`src/design/dct_pkg.sv`:
```
// Package for the codon translate and count block.
// Holds the item types, the codon request record, and the genetic code table.
// No dependencies.
package dct_pkg;

    // Widths fixed by the item fields.
    localparam int BASE_W   = 8;
    localparam int CODON_W  = 6;
    localparam int CODE_W   = 5;
    localparam int COUNT_W  = 5;
    localparam int HITS_W   = 16;
    localparam int NUM_CODES = 22;

    // Default width of the saturating target counter.
    localparam int HIT_COUNT_WIDTH_DEF = 16;

    // Depth of the queue between the front and back ends.
    localparam int QUEUE_DEPTH = 2;

    // Special translation codes.
    localparam logic [CODE_W-1:0] CODE_STOP    = 5'd20;
    localparam logic [CODE_W-1:0] CODE_UNKNOWN = 5'd21;

    // Two-bit base codes; bit 2 of a held base marks a non-ACGT character.
    localparam logic [2:0] BASE_A   = 3'd0;
    localparam logic [2:0] BASE_C   = 3'd1;
    localparam logic [2:0] BASE_G   = 3'd2;
    localparam logic [2:0] BASE_T   = 3'd3;
    localparam logic [2:0] BASE_BAD = 3'd4;

    // Input item.
    typedef struct packed {
        logic [BASE_W-1:0] base_char;
        logic              strand_end;
    } t_in_item;

    // Result item.
    typedef struct packed {
        logic               codon_valid;
        logic [CODE_W-1:0]  amino_code;
        logic [COUNT_W-1:0] distinct_count;
        logic [HITS_W-1:0]  target_hits;
        logic               strand_done;
    } t_out_item;

    // Classified request passed from the front end to the back end.
    typedef struct packed {
        logic               have_codon;
        logic               bad_base;
        logic [CODON_W-1:0] codon_idx;
        logic               last;
    } t_codon_req;

    // Standard genetic code, indexed by first base in the high bits.
    localparam logic [CODE_W-1:0] CODON_TABLE [64] = '{
        5'd18, 5'd14, 5'd18, 5'd14, 5'd9,  5'd9,  5'd9,  5'd9,
        5'd19, 5'd10, 5'd19, 5'd10, 5'd0,  5'd0,  5'd4,  5'd0,
        5'd13, 5'd15, 5'd13, 5'd15, 5'd8,  5'd8,  5'd8,  5'd8,
        5'd19, 5'd19, 5'd19, 5'd19, 5'd1,  5'd1,  5'd1,  5'd1,
        5'd16, 5'd17, 5'd16, 5'd17, 5'd6,  5'd6,  5'd6,  5'd6,
        5'd7,  5'd7,  5'd7,  5'd7,  5'd2,  5'd2,  5'd2,  5'd2,
        5'd20, 5'd11, 5'd20, 5'd11, 5'd10, 5'd10, 5'd10, 5'd10,
        5'd20, 5'd5,  5'd12, 5'd5,  5'd1,  5'd3,  5'd1,  5'd3
    };

endpackage

```
`src/design/dct_front.sv`:
```
// Front end of the codon translate and count block.
// Accepts nucleotide items, groups bases into codons and queues requests.
// Depends on dct_pkg.
module dct_front (
    input  logic                i_clk,
    input  logic                i_rst_n,
    input  logic                i_in_valid,
    output logic                o_in_stall,
    input  dct_pkg::t_in_item   i_in_item,
    input  logic                i_queue_full,
    output logic                o_push,
    output dct_pkg::t_codon_req o_req
);
    import dct_pkg::*;

    logic [1:0] r_phase;
    logic [1:0] n_phase;
    logic [2:0] r_held0;
    logic [2:0] r_held1;
    logic [2:0] w_base;
    logic       w_accept;
    logic       w_full_codon;

    // Map an ASCII character onto a base code.
    always_comb begin
        unique case (i_in_item.base_char)
            8'h41:   w_base = BASE_A;
            8'h43:   w_base = BASE_C;
            8'h47:   w_base = BASE_G;
            8'h54:   w_base = BASE_T;
            default: w_base = BASE_BAD;
        endcase
    end

    assign o_in_stall   = i_queue_full;
    assign w_accept     = i_in_valid && !i_queue_full;
    assign w_full_codon = (r_phase == 2'd2);

    // Only a completed codon or the last base of a strand makes a request.
    assign o_push = w_accept && (w_full_codon || i_in_item.strand_end);

    always_comb begin
        o_req.have_codon = w_full_codon;
        o_req.bad_base   = r_held0[2] | r_held1[2] | w_base[2];
        o_req.codon_idx  = {r_held0[1:0], r_held1[1:0], w_base[1:0]};
        o_req.last       = i_in_item.strand_end;
    end

    // Phase advances per base and returns to zero on a codon or strand end.
    always_comb begin
        n_phase = r_phase;
        if (w_accept) begin
            if (w_full_codon || i_in_item.strand_end) begin
                n_phase = 2'd0;
            end else begin
                n_phase = r_phase + 2'd1;
            end
        end
    end

    always_ff @(posedge i_clk) begin
        if (!i_rst_n) begin
            r_phase <= 2'd0;
        end else begin
            r_phase <= n_phase;
        end
    end

    // Held bases need no reset; the phase guards every read.
    always_ff @(posedge i_clk) begin
        if (w_accept && !w_full_codon) begin
            if (r_phase[0]) begin
                r_held1 <= w_base;
            end else begin
                r_held0 <= w_base;
            end
        end
    end

endmodule

```
`src/design/dct_queue.sv`:
```
// Short request queue between the front and back ends.
// A small register array with read and write pointers.
// Depends on dct_pkg.
module dct_queue (
    input  logic                i_clk,
    input  logic                i_rst_n,
    input  logic                i_push,
    input  dct_pkg::t_codon_req i_req,
    output logic                o_full,
    input  logic                i_pop,
    output logic                o_nonempty,
    output dct_pkg::t_codon_req o_req
);
    import dct_pkg::*;

    localparam int PTR_W = (QUEUE_DEPTH > 1) ? $clog2(QUEUE_DEPTH) : 1;
    localparam int CNT_W = $clog2(QUEUE_DEPTH + 1);

    t_codon_req       r_slot [QUEUE_DEPTH];
    logic [PTR_W-1:0] r_wr_ptr;
    logic [PTR_W-1:0] r_rd_ptr;
    logic [CNT_W-1:0] r_count;

    assign o_full     = (r_count == CNT_W'(QUEUE_DEPTH));
    assign o_nonempty = (r_count != '0);
    assign o_req      = r_slot[r_rd_ptr];

    // Pointer and fill count update.
    always_ff @(posedge i_clk) begin
        if (!i_rst_n) begin
            r_wr_ptr <= '0;
            r_rd_ptr <= '0;
            r_count  <= '0;
        end else begin
            if (i_push) begin
                r_wr_ptr <= (r_wr_ptr == PTR_W'(QUEUE_DEPTH - 1)) ? '0 : r_wr_ptr + 1'b1;
            end
            if (i_pop) begin
                r_rd_ptr <= (r_rd_ptr == PTR_W'(QUEUE_DEPTH - 1)) ? '0 : r_rd_ptr + 1'b1;
            end
            if (i_push && !i_pop) begin
                r_count <= r_count + 1'b1;
            end else if (i_pop && !i_push) begin
                r_count <= r_count - 1'b1;
            end
        end
    end

    // Slot storage.
    always_ff @(posedge i_clk) begin
        if (i_push) begin
            r_slot[r_wr_ptr] <= i_req;
        end
    end

endmodule

```
`src/design/dct_back.sv`:
```
// Back end of the codon translate and count block.
// Translates queued codons, keeps per-strand counts and registers results.
// Depends on dct_pkg.
module dct_back #(
    parameter int HIT_COUNT_WIDTH = dct_pkg::HIT_COUNT_WIDTH_DEF
) (
    input  logic                       i_clk,
    input  logic                       i_rst_n,
    input  logic                       i_cfg_we,
    input  logic [dct_pkg::CODON_W-1:0] i_cfg_data,
    input  logic                       i_nonempty,
    input  dct_pkg::t_codon_req        i_req,
    output logic                       o_pop,
    output logic                       o_out_valid,
    input  logic                       i_out_stall,
    output dct_pkg::t_out_item         o_out_item
);
    import dct_pkg::*;

    logic [CODON_W-1:0]         r_target;
    logic [NUM_CODES-1:0]       r_seen;
    logic [NUM_CODES-1:0]       n_seen;
    logic [COUNT_W-1:0]         r_distinct;
    logic [COUNT_W-1:0]         n_distinct;
    logic [HIT_COUNT_WIDTH-1:0] r_hits;
    logic [HIT_COUNT_WIDTH-1:0] n_hits;
    logic                       r_out_valid;
    t_out_item                  r_out_item;
    t_out_item                  n_out_item;
    logic [CODE_W-1:0]          w_code;
    logic                       w_new_code;
    logic                       w_match;
    logic [HIT_COUNT_WIDTH+HITS_W-1:0] w_hits_ext;

    // Configuration register.
    always_ff @(posedge i_clk) begin
        if (!i_rst_n) begin
            r_target <= '0;
        end else if (i_cfg_we) begin
            r_target <= i_cfg_data;
        end
    end

    // Take the next request whenever the output register is free or draining.
    assign o_pop = i_nonempty && (!r_out_valid || !i_out_stall);

    // Translate the codon and update the strand counts.
    always_comb begin
        if (!i_req.have_codon) begin
            w_code = '0;
        end else if (i_req.bad_base) begin
            w_code = CODE_UNKNOWN;
        end else begin
            w_code = CODON_TABLE[i_req.codon_idx];
        end
        w_new_code = i_req.have_codon && !r_seen[w_code];
        w_match    = i_req.have_codon && !i_req.bad_base && (i_req.codon_idx == r_target);

        n_seen = r_seen;
        if (i_req.have_codon) begin
            n_seen[w_code] = 1'b1;
        end
        n_distinct = r_distinct + COUNT_W'(w_new_code);
        n_hits     = r_hits;
        if (w_match && (r_hits != {HIT_COUNT_WIDTH{1'b1}})) begin
            n_hits = r_hits + 1'b1;
        end

        w_hits_ext = {{HITS_W{1'b0}}, n_hits};

        n_out_item.codon_valid    = i_req.have_codon;
        n_out_item.amino_code     = w_code;
        n_out_item.distinct_count = n_distinct;
        n_out_item.target_hits    = w_hits_ext[HITS_W-1:0];
        n_out_item.strand_done    = i_req.last;
    end

    // Strand state; the last base of a strand clears it.
    always_ff @(posedge i_clk) begin
        if (!i_rst_n) begin
            r_seen     <= '0;
            r_distinct <= '0;
            r_hits     <= '0;
        end else if (o_pop) begin
            if (i_req.last) begin
                r_seen     <= '0;
                r_distinct <= '0;
                r_hits     <= '0;
            end else begin
                r_seen     <= n_seen;
                r_distinct <= n_distinct;
                r_hits     <= n_hits;
            end
        end
    end

    // Output register.
    always_ff @(posedge i_clk) begin
        if (!i_rst_n) begin
            r_out_valid <= 1'b0;
        end else if (o_pop) begin
            r_out_valid <= 1'b1;
        end else if (!i_out_stall) begin
            r_out_valid <= 1'b0;
        end
    end

    always_ff @(posedge i_clk) begin
        if (o_pop) begin
            r_out_item <= n_out_item;
        end
    end

    assign o_out_valid = r_out_valid;
    assign o_out_item  = r_out_item;

endmodule

```
`src/design/dna_codon_translate_count.sv`:
```
// Top level of the codon translate and count block.
// Connects the front end, the request queue and the back end.
// Depends on dct_pkg, dct_front, dct_queue, dct_back.
//
//   Channel   Direction  Handshake               Payload
//   in        input      i_in_valid / o_in_stall i_in_item  (t_in_item)
//   out       output     o_out_valid/i_out_stall o_out_item (t_out_item)
//   cfg       input      i_cfg_we                i_cfg_data (target codon)
//
// One nucleotide item is taken every cycle while o_in_stall is low. The request
// for an item is held in the request queue and its result in the output register.
// Reset is synchronous and clears the phase, the queue, the counts and the
// target codon. o_in_stall rises only when the two-entry queue is full, which
// happens when the output side holds its stall.
module dna_codon_translate_count #(
    parameter int HIT_COUNT_WIDTH = dct_pkg::HIT_COUNT_WIDTH_DEF
) (
    input  logic                        i_clk,
    input  logic                        i_rst_n,
    input  logic                        i_cfg_we,
    input  logic [dct_pkg::CODON_W-1:0] i_cfg_data,
    input  logic                        i_in_valid,
    output logic                        o_in_stall,
    input  dct_pkg::t_in_item           i_in_item,
    output logic                        o_out_valid,
    input  logic                        i_out_stall,
    output dct_pkg::t_out_item          o_out_item
);
    import dct_pkg::*;

    t_codon_req w_push_req;
    t_codon_req w_head_req;
    logic       w_push;
    logic       w_pop;
    logic       w_full;
    logic       w_nonempty;

    // Base grouping and classification.
    dct_front u_front (
        .i_clk        (i_clk),
        .i_rst_n      (i_rst_n),
        .i_in_valid   (i_in_valid),
        .o_in_stall   (o_in_stall),
        .i_in_item    (i_in_item),
        .i_queue_full (w_full),
        .o_push       (w_push),
        .o_req        (w_push_req)
    );

    // Decoupling queue.
    dct_queue u_queue (
        .i_clk      (i_clk),
        .i_rst_n    (i_rst_n),
        .i_push     (w_push),
        .i_req      (w_push_req),
        .o_full     (w_full),
        .i_pop      (w_pop),
        .o_nonempty (w_nonempty),
        .o_req      (w_head_req)
    );

    // Translation, counting and result register.
    dct_back #(
        .HIT_COUNT_WIDTH (HIT_COUNT_WIDTH)
    ) u_back (
        .i_clk       (i_clk),
        .i_rst_n     (i_rst_n),
        .i_cfg_we    (i_cfg_we),
        .i_cfg_data  (i_cfg_data),
        .i_nonempty  (w_nonempty),
        .i_req       (w_head_req),
        .o_pop       (w_pop),
        .o_out_valid (o_out_valid),
        .i_out_stall (i_out_stall),
        .o_out_item  (o_out_item)
    );

endmodule

```
`config.mk`:
```
export PLATFORM = sky130hd
export DESIGN_NAME = dna_codon_translate_count
export DESIGN_NICKNAME = d
export VERILOG_FILES = /design/src/design/dct_pkg.sv /design/src/design/dct_front.sv /design/src/design/dct_queue.sv /design/src/design/dct_back.sv /design/src/design/dna_codon_translate_count.sv
export SDC_FILE = /design/constraint.sdc
export NUM_CORES = 1
export LEC_CHECK = 0
export BUFFER_PORTS_ARGS = -buffer_cell sky130_fd_sc_hd__buf_2
export CORE_AREA = 2 2 107 99
export CTS_CLUSTER_DIAMETER = 60
export DETAILED_ROUTE_END_ITERATION = 16
export DIE_AREA = 0 0 109 101
export GPL_TIMING_DRIVEN = 0
export PLACE_DENSITY = 0.76
export SYNTH_ARGS = -nofsm -noshare
export SYNTH_HDL_FRONTEND = slang
export SYNTH_HIERARCHICAL = 1
export SYNTH_SLANG_ARGS = --single-unit
```
`constraint.sdc`:
```
create_clock -name i_clk -period 3.85 [get_ports i_clk]
set_clock_uncertainty 0.1 [all_clocks]
set_input_delay 0.385 -clock i_clk [delete_from_list [all_inputs] [get_ports i_clk]]
set_output_delay 0.385 -clock i_clk [all_outputs]
set_load 0.005 [all_outputs]
```
# After elaboration in Yosys (flattened, before gate mapping)
# Memories as Yosys holds them, arrays and structs flattened. A register that Yosys moved wholly into a read port is not among the register bits.
# Index checks and enable logic that the tools add are counted.
[totals]
reg_bits = 90
mem_bits_rw = 18
romBits = 320
input_bits = 20
output_inout_bits = 30
elab_cells = 94
memories = 2
[memory_table]
columns = ["name", "depth", "width", "read_ports", "rd_clocked_by_memory_dff", "write_ports", "line", "text"]
rows = [
  ["(name not given)", 64, 5, 1, 0, 0, "dct_back.sv:54", "w_code = CODON_TABLE[i_req.codon_idx];"],
  ["u_queue.r_slot", 2, 9, 1, 1, 1, "dct_queue.sv:19", "t_codon_req r_slot [QUEUE_DEPTH];"],
]
[classes]
n_addsub = 7
order_cmp = 3
n_eq_ne = 9
mux = 25
n_bitwise = 5
reduce_logical = 27
[op_table]
columns = ["operator", "count"]
rows = [
  ["22-bit 2-to-1 mux", 2],
  ["8-bit by 7-bit equality test with 1-bit output, second input constant", 4],
  ["16-bit 2-to-1 mux", 2],
  ["5-bit 2-to-1 mux", 5],
  ["22-bit bitwise OR", 1],
  ["16-bit by 1-bit adder with 16-bit output, second input constant", 1],
  ["16-bit != test, second input constant", 1],
  ["3-bit case mux with 4 select lines", 1],
  ["1-bit logical AND", 11],
  ["1-bit 2-to-1 mux", 10],
  ["1-bit zero test", 8],
  ["7-bit greater-or-equal comparator, second input constant", 1],
  ["6-bit NOT with 7-bit output", 1],
  ["6-bit equality test", 1],
  ["5-bit by 6-bit < comparator with 1-bit output, second input constant", 1],
  ["2-bit 2-to-1 mux", 3],
  ["2-bit AND reduction", 3],
  ["2-bit nonzero test", 3],
  ["5-bit by 1-bit adder with 5-bit output", 1],
  ["1-bit binary-select mux with 5-bit select", 1],
  ["1-bit demux with 5-bit select", 1],
  ["5-bit by 1-bit greater-or-equal comparator with 1-bit output, second input constant", 1],
  ["2-bit by 1-bit adder with 2-bit output, second input constant", 2],
  ["2-bit equality test, second input constant", 2],
  ["6 further kinds", 9],
]

# Depth between registers and ports, before layout
[logic_depth]
ltp_word = 13
mapped_depth = 21
mapped_depth_nobuf = 18

# Cells and area by module
# Netlist, hierarchy kept.
[modules_own_cells]
columns = ["module", "n_inst", "cells_each", "area_per_inst_um2", "seq_area_each_um2"]
rows = [
  ["dct_back", 1, 395, 3803.6, 1841.8],
  ["dct_queue", 1, 50, 868.3, 640.6],
  ["dct_front", 1, 43, 471.7, 220.2],
]

# Worst setup path after synthesis
# OpenSTA, ideal clock, no wires.
[synth_path]
path_kind = "register to register"
from = "register with a tool-made name"
to = "register u_back.r_distinct[4]"
setup_time_ns = 0.128
t_arrival_ns = 3.582
required_time_ns = 3.622
slack_ns = 0.040
path_stages_with_launch = 21
n_path_buf = 4
period_less_slack_ns = 3.810
cell_sequence = "dfxtp_1 > buf_2 > mux2_2 > buf_4 > inv_1 > ha_1 > nor3_1 > a2111o_1 > and3_1 > buf_6 > clkinv_4 > buf_2 > mux4_2 > a32oi_1 > and4_1 > ha_1 > ha_1 > nand3_1 > xnor2_1 > a22oi_1 > nor2_1"
[synth_lines]
columns = ["element", "line", "text"]
rows = [
  ["to (signal assigned)", "dct_back.sv:91", "r_distinct <= n_distinct;"],
  ["to (decl)", "dct_back.sv:23", "logic [COUNT_W-1:0] r_distinct;"],
]

==> results.json <==
{
  "synth_area_leaders": "edfxtp_1 (30%), dfxtp_1 (22%), nor2_1 (4.2%)",
  "setup_viol": 0,
  "yosysWarnings": 6,
  "drv_cap": 0,
  "status": "finished clean",
  "h-tree-depth": 3,
  "synth_fp_nets": 516,
  "crit_type": "reg2reg",
  "antenna_found_initial": 0,
  "final_hold_viol_count": 0,
  "yosysSeqAreaShare": 0.525,
  "final_cells": 702,
  "syn2layout_area_growth_pct": 19.3,
  "drtPass1Iterations": 6,
  "cp_slowest_stage_delay_ns": 0.40,
  "required_ns": 3.99,
  "drc_errors": 0,
  "cp-end-kind": "flop",
  "wire_per_inst_microns": 15.5,
  "start_util": 0.517,
  "synth_top_cell_by_area": "edfxtp_1",
  "cts_made_buffers": 9,
  "cp_max_fo": 7,
  "overflow": 0,
  "p_leak_nw": 2.31,
  "port_buffers": 48,
  "ir_drop_mv": 0.237,
  "grt_use_total": 0.199,
  "num_rows": 35,
  "dp_hpwl_microns": 7200,
  "whs_ns": 0.152,
  "grt_max_degree": 34,
  "critPathTopFamily": "simple AND/OR/NAND/NOR gates",
  "path_buf_inv": 4,
  "synth_top_cell_area_share": 0.304,
  "core_sq_um": 9940,
  "synthDistinctLibCells": 67,
  "place_inst": 665,
  "crit_chain": "buf_6 -> mux2_4 -> buf_8 -> buf_6 -> or3b_4 -> a311oi_4 -> a211oi_4 -> buf_4 -> nor4_4 -> a32oi_2 -> and4_1 -> ha_2 -> ha_4 -> nand3_4 -> xnor2_2 -> a22oi_1 -> nor2_1",
  "layout_commonest_cell": "nor2_1",
  "antenna_cells": 0,
  "wirelength_microns": 10900,
  "multi_input_area_sq_um": 2400,
  "grt_pass1_vias": 3707,
  "fin_crit_sh": 0.997,
  "rsz0062_at_grt": "yes",
  "synth_top_flop_cell": "dfxtp_1",
  "synth-edff-count": 52,
  "critPathLaunchType": "flop",
  "drt_iter0_drc": 243,
  "fin_ws_ns": 0.0117,
  "die_y_microns": 101,
  "slew_headroom": 0.173,
  "syn_area_per_cell_sq_um": 10.5,
  "regArea_sq_um": 2700,
  "post-route-util": 0.617,
  "syn_inst": 488,
  "clock_latency_ns": 0.37,
  "clockRootBuffer": "clkbuf_8",
  "num-nets-final": 596,
  "min_period_ns": 3.84,
  "place_ws_ns": -0.514,
  "hold_buffers": 0,
  "critPathArrivalTime_ns": 3.98,
  "slew_viol_final": 0,
  "place.gp.congestion": 0.881,
  "io_pins": 50,
  "tns_ns": 0,
  "synthArstFlopShare": 0,
  "fill_cells": 765,
  "final_cell_mix": "nor2_1 (57), dfxtp_1 (56), edfxtp_1 (52), buf_2 (50), a21oi_1 (40)",
  "slowest_stage": "or3b_4",
  "hp-class": "in2reg",
  "tightestPinTransition_ns": 1.24,
  "antenna_left": 0,
  "cts.path.max_buffers": 2,
  "via_per_inst": 5.63,
  "grt_pass1_wl_microns": 17300,
  "p_per_area_nw_per_um2": 536,
  "fmax_ghz": 0.261,
  "crit_top_cell": "buf_6",
  "clk_pin_slew_worst_paths_ns": 0.10,
  "vias": 3955,
  "drive_above_1_share": 0.276,
  "syn_area_sq_um": 5140,
  "ys_ff_latch": 109,
  "cts_tree": "yes",
  "dieArea_sq_um": 11000,
  "clock_sinks": 109,
  "dieWidth_microns": 109
}
-- final timing paths --
| path | startpoint | to | slack, ns | cells past startpoint |
|---|---|---|---|---|
| worst max-delay path | flop | u_back/r_distinct[4] | 0.01 | 17 |
| worst min-delay path | i_cfg_data[1] | u_back/r_target[1] | 0.15 | 3 |
| worst max register to register | flop | u_back/r_distinct[4] | 0.01 | 17 |
| worst min register to register | u_back/r_seen[8] | u_back/r_seen[8] | 0.38 | 2 |
-- cell type report --
cell class                      count  share of cell area
Buffer                             29              0.0328
Clock buffer                       11              0.0214
Clock inverter                      5             0.00979
Inverter                           14              0.0114
Multi-Input combinational cell    335               0.391
Sequential cell                   109               0.441
Tap cell                          129              0.0263
Timing Repair Buffer               70              0.0667
-- worst min-delay path: stages --
cell     delay (ns)
buf_2          0.08
mux2i_1        0.06
nor2_1         0.07
-- routing by layer --
metal / up-vias / share of wire / global-route usage / routed length (microns)
li1: 1903 / - / - / -
met1: 1887 / 0.42 / 0.242 / 4550
met2: 130 / 0.50 / 0.342 / 5440
met3: 35 / 0.047 / 0.0310 / 516
met4: 0 / 0.035 / 0.0966 / 384
met5: - / 0 / 0 / 0
-- cells in the mapped netlist, types with 2 or more instances --
cell / number
a21boi_1: 3
a21o_1: 2
a21oi_1: 40
a22oi_1: 4
a31oi_1: 6
a32oi_1: 2
a41oi_1: 2
and2_1: 4
and3_1: 5
buf_2: 6
buf_4: 11
buf_6: 2
clkbuf_1: 11
dfxtp_1: 57
edfxtp_1: 52
ha_1: 8
inv_1: 11
mux2_2: 14
mux2i_1: 11
mux4_2: 2
nand2_1: 34
nand2b_1: 6
nand3_1: 19
nand3b_1: 4
nand4b_1: 2
nand4bb_1: 3
nor2_1: 57
nor2_2: 2
nor2b_1: 9
nor3_1: 11
nor3_2: 2
nor3b_1: 2
nor4b_2: 2
o21a_1: 3
o21ai_0: 14
or3_1: 6
or3b_2: 2
or4_1: 4
xnor2_1: 12
xor2_1: 14
-- state kept, by name, summed over array words and instances (netlist names), named ones only --
name,count
u_back/r_distinct,5
u_back/r_target,6
u_queue/r_slot,18
u_front/r_held1,3
u_queue/r_count,2
u_back/r_hits,16
u_front/r_held0,3
u_queue/r_rd_ptr,1
u_back/o_out_valid,1
u_back/r_seen,22
u_queue/r_wr_ptr,1
u_front/r_phase,2
u_back/o_out_item,28
-- power by group --
part	internal [mW]	leakage [nW]	switching (mW)
sequential	1.42	0.951	0.0475
combinational	0.459	1.27	0.687
clock	0.304	0.0939	0.369
total	2.19	2.31	1.10
-- logic make-up (layout without fill, tap and decap cells) --
group	count (synthesis)	count (layout)	share of synthesized area
mux	27	27	0.0608
fa+ha+maj	8	8	0.0195
simple gates	185	185	0.194
buf+inv	44	129	0.0455
compound gates	89	89	0.110
xor+xnor	26	26	0.0443
flops	109	109	0.525
-- metrics by stage --
stage	cell area (sq um)	total power [mW]
after CTS	5860	3.17
after global routing	6140	3.48
after floorplan	5140	2.13
after detailed placement	5550	2.43
final	6140	3.29
after global placement	5550	2.40
-- what timing repair did --
item / 4_1_cts / 5_1_grt
endpoints found under the setup margin: 10 / 7
setup buffers: 2 / 20
pin swaps: 2 / 15
gates resized for setup: 24 / 29
gates cloned: 0 / 0
Power figures use the tool's default switching activity.
